===== config.mk =====
export PLATFORM = sky130hd
export DESIGN_NAME = sswg_div
export DESIGN_NICKNAME = d
export VERILOG_FILES = /design/src/hdl/sswg_pkg.sv /design/src/hdl/sswg_div.sv
export SDC_FILE = /design/constraint.sdc
export NUM_CORES = 1
export LEC_CHECK = 0
export BUFFER_PORTS_ARGS = -buffer_cell sky130_fd_sc_hd__buf_2
export CAP_MARGIN = 15
export CORE_MARGIN = 2
export CORE_UTILIZATION = 49
export DETAILED_ROUTE_END_ITERATION = 7
export HOLD_SLACK_MARGIN = 0.02
export PLACE_DENSITY_LB_ADDON = 0.08
export RECOVER_POWER = 25
export SETUP_SLACK_MARGIN = 0.2
export SYNTH_ARGS = -nofsm -noshare
export SYNTH_HDL_FRONTEND = slang
export SYNTH_SLANG_ARGS = --single-unit

===== constraint.sdc =====
create_clock -name clk -period 4.6 [get_ports clk]
set_clock_uncertainty 0.1 [all_clocks]
set_input_delay 0.46 -clock clk [delete_from_list [all_inputs] [get_ports clk]]
set_output_delay 0.46 -clock clk [all_outputs]
set_load 0.02 [all_outputs]

===== src/hdl/sswg_pkg.sv =====
package sswg_pkg;

  localparam int unsigned SINE_DEPTH_DEF = 256;
  localparam int unsigned TIME_W_DEF     = 32;
  localparam int unsigned ONE_Q14        = 16384;

  localparam logic [63:0] PI_Q30 = 64'd3373259426;

  localparam logic [2:0] REG_START_ANGLE = 3'd0;
  localparam logic [2:0] REG_TRIANGLE    = 3'd1;
  localparam logic [2:0] REG_PERIOD      = 3'd2;
  localparam logic [2:0] REG_ITER        = 3'd3;
  localparam logic [2:0] REG_AMPLITUDE   = 3'd4;
  localparam logic [2:0] REG_ENV_COEFF   = 3'd5;
  localparam logic [2:0] REG_DIRECTION   = 3'd6;

  typedef enum logic [3:0] {
    ST_IDLE,
    ST_CLAMP,
    ST_MOD,
    ST_MOD_W,
    ST_WAVE,
    ST_WAVE_W,
    ST_WAVE2,
    ST_ENV,
    ST_ENV_W,
    ST_ENV2,
    ST_OUT
  } state_t;

  typedef struct packed {
    logic start;
    logic busy;
  } div_ctl_t;

  // Raise a Q30 Taylor term by two powers of x.
  function automatic logic [63:0] next_term(input logic [63:0] m, input logic [63:0] x);
    return (((m * x) >> 30) * x) >> 30;
  endfunction

  // Quarter sine in Q1.15 from a fifteenth-order Taylor series in Q30,
  // rounded and saturated to 32767; the table depth is 2**ld.
  function automatic logic [15:0] quarter_sine(input int unsigned k, input int unsigned ld);
    logic [63:0] x, mag, v;
    logic signed [63:0] sum;
    x   = (64'(k) * PI_Q30) >> (ld + 1);
    mag = x;
    sum = $signed(x);
    mag = next_term(mag, x) / 64'd6;
    sum = sum - $signed(mag);
    mag = next_term(mag, x) / 64'd20;
    sum = sum + $signed(mag);
    mag = next_term(mag, x) / 64'd42;
    sum = sum - $signed(mag);
    mag = next_term(mag, x) / 64'd72;
    sum = sum + $signed(mag);
    mag = next_term(mag, x) / 64'd110;
    sum = sum - $signed(mag);
    mag = next_term(mag, x) / 64'd156;
    sum = sum + $signed(mag);
    mag = next_term(mag, x) / 64'd210;
    sum = sum - $signed(mag);
    if (sum < 0) sum = '0;
    v = (64'(sum) + 64'd16384) >> 15;
    if (v > 64'd32767) v = 64'd32767;
    return v[15:0];
  endfunction

endpackage


===== src/hdl/sswg_div.sv =====
// Restoring divider, one quotient bit per cycle.
module sswg_div #(
  parameter int unsigned NW = 64,
  parameter int unsigned DW = 32
) (
  input  logic          clk,
  input  logic          rst_n,
  input  sswg_pkg::div_ctl_t ctl_in,
  input  logic [NW-1:0] num,
  input  logic [DW-1:0] den,
  output logic          busy,
  output logic [NW-1:0] quo,
  output logic [DW-1:0] rem
);
  localparam int unsigned CW = $clog2(NW + 1);
  logic [CW-1:0] cnt_r, cnt_nxt;
  logic [NW-1:0] q_r, q_nxt;
  logic [DW:0]   r_r, r_nxt;
  logic [DW-1:0] d_r, d_nxt;
  logic [DW:0]   sh;

  always_comb begin
    cnt_nxt = cnt_r;
    q_nxt   = q_r;
    r_nxt   = r_r;
    d_nxt   = d_r;
    sh      = {r_r[DW-1:0], q_r[NW-1]};
    if (ctl_in.start) begin
      cnt_nxt = CW'(NW);
      q_nxt   = num;
      r_nxt   = '0;
      d_nxt   = den;
    end else if (cnt_r != '0) begin
      cnt_nxt = cnt_r - 1'b1;
      if (sh >= {1'b0, d_r}) begin
        r_nxt = sh - {1'b0, d_r};
        q_nxt = {q_r[NW-2:0], 1'b1};
      end else begin
        r_nxt = sh;
        q_nxt = {q_r[NW-2:0], 1'b0};
      end
    end
  end

  always_ff @(posedge clk) begin
    if (!rst_n) begin
      cnt_r <= '0;
    end else begin
      cnt_r <= cnt_nxt;
    end
    q_r <= q_nxt;
    r_r <= r_nxt;
    d_r <= d_nxt;
  end

  assign busy = (cnt_r != '0);
  assign quo  = q_r;
  assign rem  = r_r[DW-1:0];
endmodule


Word level (Yosys, flattened, before mapping). Cells that the tools add are included.

$add $sub $neg: 2. Multipliers: 0. Divide/modulo/power cells: 0. Order comparisons: 1. Eq/ne operators: 0. Shift-type cells: 0. Multiplexer cells: 6. Bitwise gates (word level): 1. Reduce and logical (&&, ||, !) cells: 3.

Operators by type and width (number): two-way mux 64 bit (2); greater-or-equal comparator 33 x 32 -> 1 bit (1); two-way mux 32 bit (1); subtractor 32 bit (1); two-way mux 7 bit (2); nonzero test 7 bit (1); subtractor 7 x 1 -> 7 bit, second input constant (1); nonzero test 2 bit (1); OR reduction 2 bit (1); two-way mux 1 bit (1); NOT 1 bit (1).

Register bits: 135. Bits in latches: 0. RAM bits: 0. ROM bits: 0. Input bits: 100. Output and inout bits: 97. Word-level logic and storage cells: 18. Memories kept: 0.

Longest topological paths before layout.
Depth after elaboration: 4. Mapped depth: 13. Gate-level depth less buffers: 11.

Worst setup path before layout. OpenSTA, ideal clock, no wires.

Path type: register -> register. Start point: register cnt_r[0]. End point: register q_r[0] (netlist: quo[0]), enable pin. Library setup time: 688 ps. Arrival time: 2506 ps. Data required time: 3812 ps. Slack: 1306 ps. Cell stages (with the launch flop): 8. Path buffers: 1. Period minus slack after synthesis: 3294 ps. Cell sequence: dfxtp_1 inv_1 ha_1 nand2_1 or3_1 nor2_1 clkbuf_1 nand2_1.

Longest elaborated chain between the ends: 2.

Ends and longest elaborated chain: start, declared (RTL line sswg_div.sv:16) `logic [CW-1:0] cnt_r, cnt_nxt;`; start signal, assigned (RTL line sswg_div.sv:49) `cnt_r <= cnt_nxt;`; nonzero test 7 bit (RTL line sswg_div.sv:33) `end else if (cnt_r != '0) begin`; nonzero test 2 bit (no source line); end signal, assigned (RTL line sswg_div.sv:51) `q_r <= q_nxt;`; end, declared (RTL line sswg_div.sv:17) `logic [NW-1:0] q_r, q_nxt;`.

Every way passes these cells. A chain may end at the register's enable or synchronous reset.

Worst setup path in the final report.
Start point: input ctl_in[1] (netlist name). End point: register q_r[9] (netlist: quo[9]), data pin.

Longest elaborated chain between the ends: 1.

Ends and longest elaborated chain: start, declared (RTL line sswg_div.sv:8) `input sswg_pkg::div_ctl_t ctl_in,`; two-way mux 64 bit (RTL line sswg_div.sv:28) `if (ctl_in.start) begin`; named net q_nxt[9] (RTL line sswg_div.sv:17).

The timed path passes the listed nets, and every way through them passes these cells.

==> flow_metrics.env <==
export IMPL_min_period_ns=4.01
export IMPL_violations="capacitance limit, slew limit"
export IMPL_path_clk_slew_ns=0.06
export IMPL_ys_seq_area_share_pct=48.6
export IMPL_syn_nets=825
export IMPL_first_pass_iters=4
export IMPL_combPwrFrac_pct=44.6
export IMPL_coreArea_mm2=0.0151
export IMPL_drc=0
export IMPL_antenna_found_initial=0
export IMPL_wl_per_cell_um=16.6
export IMPL_io_pins=197
export IMPL_fmax_ghz=0.249
export IMPL_yosysUniqueCellTypes=64
export IMPL_grtUsageMet3_pct=6.26
export IMPL_synth_avg_cell_area_um2=10.9
export IMPL_synth_ff_type="edfxtp_1"
export IMPL_nNetsFinal=1012
export IMPL_clkPwrFrac_pct=23.6
export IMPL_port_buffers=195
export IMPL_grt_use_met1_pct=29.2
export IMPL_detail_route_antenna_nets=0
export IMPL_ys_warn_count=0
export IMPL_cts_tree="built"
export IMPL_status="finished with violations"
export IMPL_vias_per_cell=5.53
export IMPL_synth_edff_count=96
export IMPL_drv_cap=1
export IMPL_syn_cell_area_mm2=0.00754
export IMPL_critPathMaxFanout=49
export IMPL_ir_worst_vdd_uv=336
export IMPL_final_util_pct=60.9
export IMPL_setup_violations=0
export IMPL_gr_usage_all_layers_pct=21.8
export IMPL_total_leakage_power_nw=3.93
export IMPL_end_kind="flop"
export IMPL_drt_total_wl_um=17900
export IMPL_post_cts_buffers=0
export IMPL_holdCritPathClass="in2reg"
export IMPL_hold_violations=0
export IMPL_top_usage_layer="met2"
export IMPL_gp_congestion=0.900
export IMPL_place_hpwl_um=13100
export IMPL_fp_dieW_um=128
export IMPL_htreeDepth=4
export IMPL_critical_path_class="in2reg"
export IMPL_rsz0062_at_grt="false"
export IMPL_cts_buffers=17
export IMPL_yosys_top_cells_area="edfxtp_1 38%, dfxtp_1 10%, mux2_2 9.7%, ha_1 5.5%, a311oi_2 3.6%"
export IMPL_postSynthCellCount=691
export IMPL_report_final_slew_viol_count=35
export IMPL_cts_repair_resized=0
export IMPL_intPower_mw=3.56
export IMPL_die_area_mm2=0.0164
export IMPL_cts_sinks=135
export IMPL_max_slew_margin_pct=-37.1
export IMPL_area_growth_pct=22.4
export IMPL_cp_arrival_ns=4.08
export IMPL_drive_gt1_share_pct=36.1
export IMPL_grt_overflow=0
export IMPL_p_switching_mw=2.52
export IMPL_grtUsageMet2_pct=34.8
export IMPL_die_y_um=128
export IMPL_grt_pass1_vias=5634
export IMPL_dp_slack_ns=0.851
export IMPL_regToRegSetupSlack_ns=0.87
export IMPL_initial_core_util_pct=49.8
export IMPL_cts_root_buf="clkbuf_16"
export IMPL_num_vias=5970
export IMPL_setup_slack_ns=0.588
export IMPL_cp_required_ns=4.67
export IMPL_cts_buffer_depth=2
export IMPL_finalCritPeriodShare_pct=87.2
export IMPL_grt_pass1_wl_um=28200
export IMPL_ctsHoldBuffers=0
export IMPL_finalSetupTns_ns=0
export IMPL_rows=45
export IMPL_start_kind="primary input"
export IMPL_drt_iter0_drc=381
export IMPL_fill_cells=1320
export IMPL_switching_share_pct=41.5
export IMPL_synth_seq_cells=135
export IMPL_antennaDiodeCount=0
export IMPL_grt_max_degree=50
export IMPL_seqPwrFrac_pct=31.8
export IMPL_p_per_area_mw_per_mm2=659
export IMPL_synth_top_cell_by_area="edfxtp_1"
export IMPL_clk_insertion_delay_late_ns=0.42
export IMPL_synth_top_area_share_pct=38.2
export IMPL_synthArstFlopShare_pct=0
export IMPL_worstMarginPinSlew_ns=2.06
## cell usage in the layout (no fill, tap or decap), types with 22 or more instances in the layout
| cell | instances |
|---|---|
| nand2_1 | 59 |
| mux2_2 | 65 |
| dfxtp_1 | 39 |
| buf_2 | 173 |
| inv_1 | 47 |
| edfxtp_1 | 96 |
| ha_1 | 33 |
| a21oi_1 | 38 |
| nor2_1 | 54 |
| clkbuf_1 | 22 |
## power groups by stage
stage,Combinational [mW],Clock (mW),Sequential (mW)
after floorplan,1.65,0,2.30
after global placement,2.68,0,1.94
after detailed placement,2.72,0,1.96
after CTS,2.73,1.46,1.94
after global routing,2.97,1.52,1.98
final,2.71,1.43,1.93
## state kept, by name, summed over array words and instances, names as in the netlist
name and count:
r_r 32, quo 64, cnt_r 7, d_r 32
## critical path, stage by stage
cell and delay (ns):
clkbuf_1 1.44, clkbuf_2 1.06, buf_4 0.66, mux2_2 0.41
## per-layer routing
layer	part of all wire, %	up-vias
met5	0	-
met1	46	2846
li1	-	2928
met4	0.89	0
met2	47	186
met3	6.3	10
## layout make-up
type                            instances  area (µm²)  share of cell area [%]
Timing Repair Buffer                  204        1010                    11.0
Clock inverter                         15         193                    2.09
Multi-Input combinational cell        472        3520                    38.1
Clock buffer                           17         425                    4.61
Tap cell                              188         235                    2.55
Sequential cell                       135        3660                    39.7
Inverter                               48         180                    1.95
## stage by stage
stage / instances / hold slack, ns / area, µm² / total power, mW
final: 1079 / 0.114 / 9230 / 6.08
after detailed placement: 1047 / 0.398 / 8640 / 4.67
after CTS: 1079 / 0.0919 / 9260 / 6.13
after global placement: 1047 / 0.354 / 8640 / 4.62
after global routing: 1079 / 0.0872 / 9230 / 6.47
after floorplan: 691 / 0.344 / 7540 / 3.95
## cells in the mapped netlist, types with 11 or more instances
| cell type | n |
|---|---|
| a311oi_2 | 18 |
| xor2_1 | 11 |
| xnor2_1 | 13 |
| clkbuf_1 | 23 |
| nand4_1 | 11 |
| nor2_1 | 54 |
| ha_1 | 33 |
| nand2_1 | 60 |
| edfxtp_1 | 96 |
| inv_1 | 47 |
| mux2_2 | 65 |
| nand3_1 | 15 |
| dfxtp_1 | 39 |
| o21ai_0 | 21 |
| a21oi_1 | 38 |
## cell families (layout without fill, tap and decap cells)
group           Yosys count  after routing  synth area share, %
compound gates          146            146                 15.0
xor+xnor                 24             24                 2.79
fa+ha+maj                34             34                 5.74
buf+inv                  84            284                 4.81
flops                   135            135                 48.6
mux                      65             65                 9.71
simple gates            203            203                 13.3
## final timing paths
kind	to	cells after the start	start
worst max register to register	r_r[2]	10	r_r[14]
worst min-delay path	d_r[0]	1	den[0]
worst min register to register	cnt_r[3]	2	cnt_r[3]
worst max-delay path	quo[9]	4	ctl_in[1]
Power figures use the tool's default switching activity.
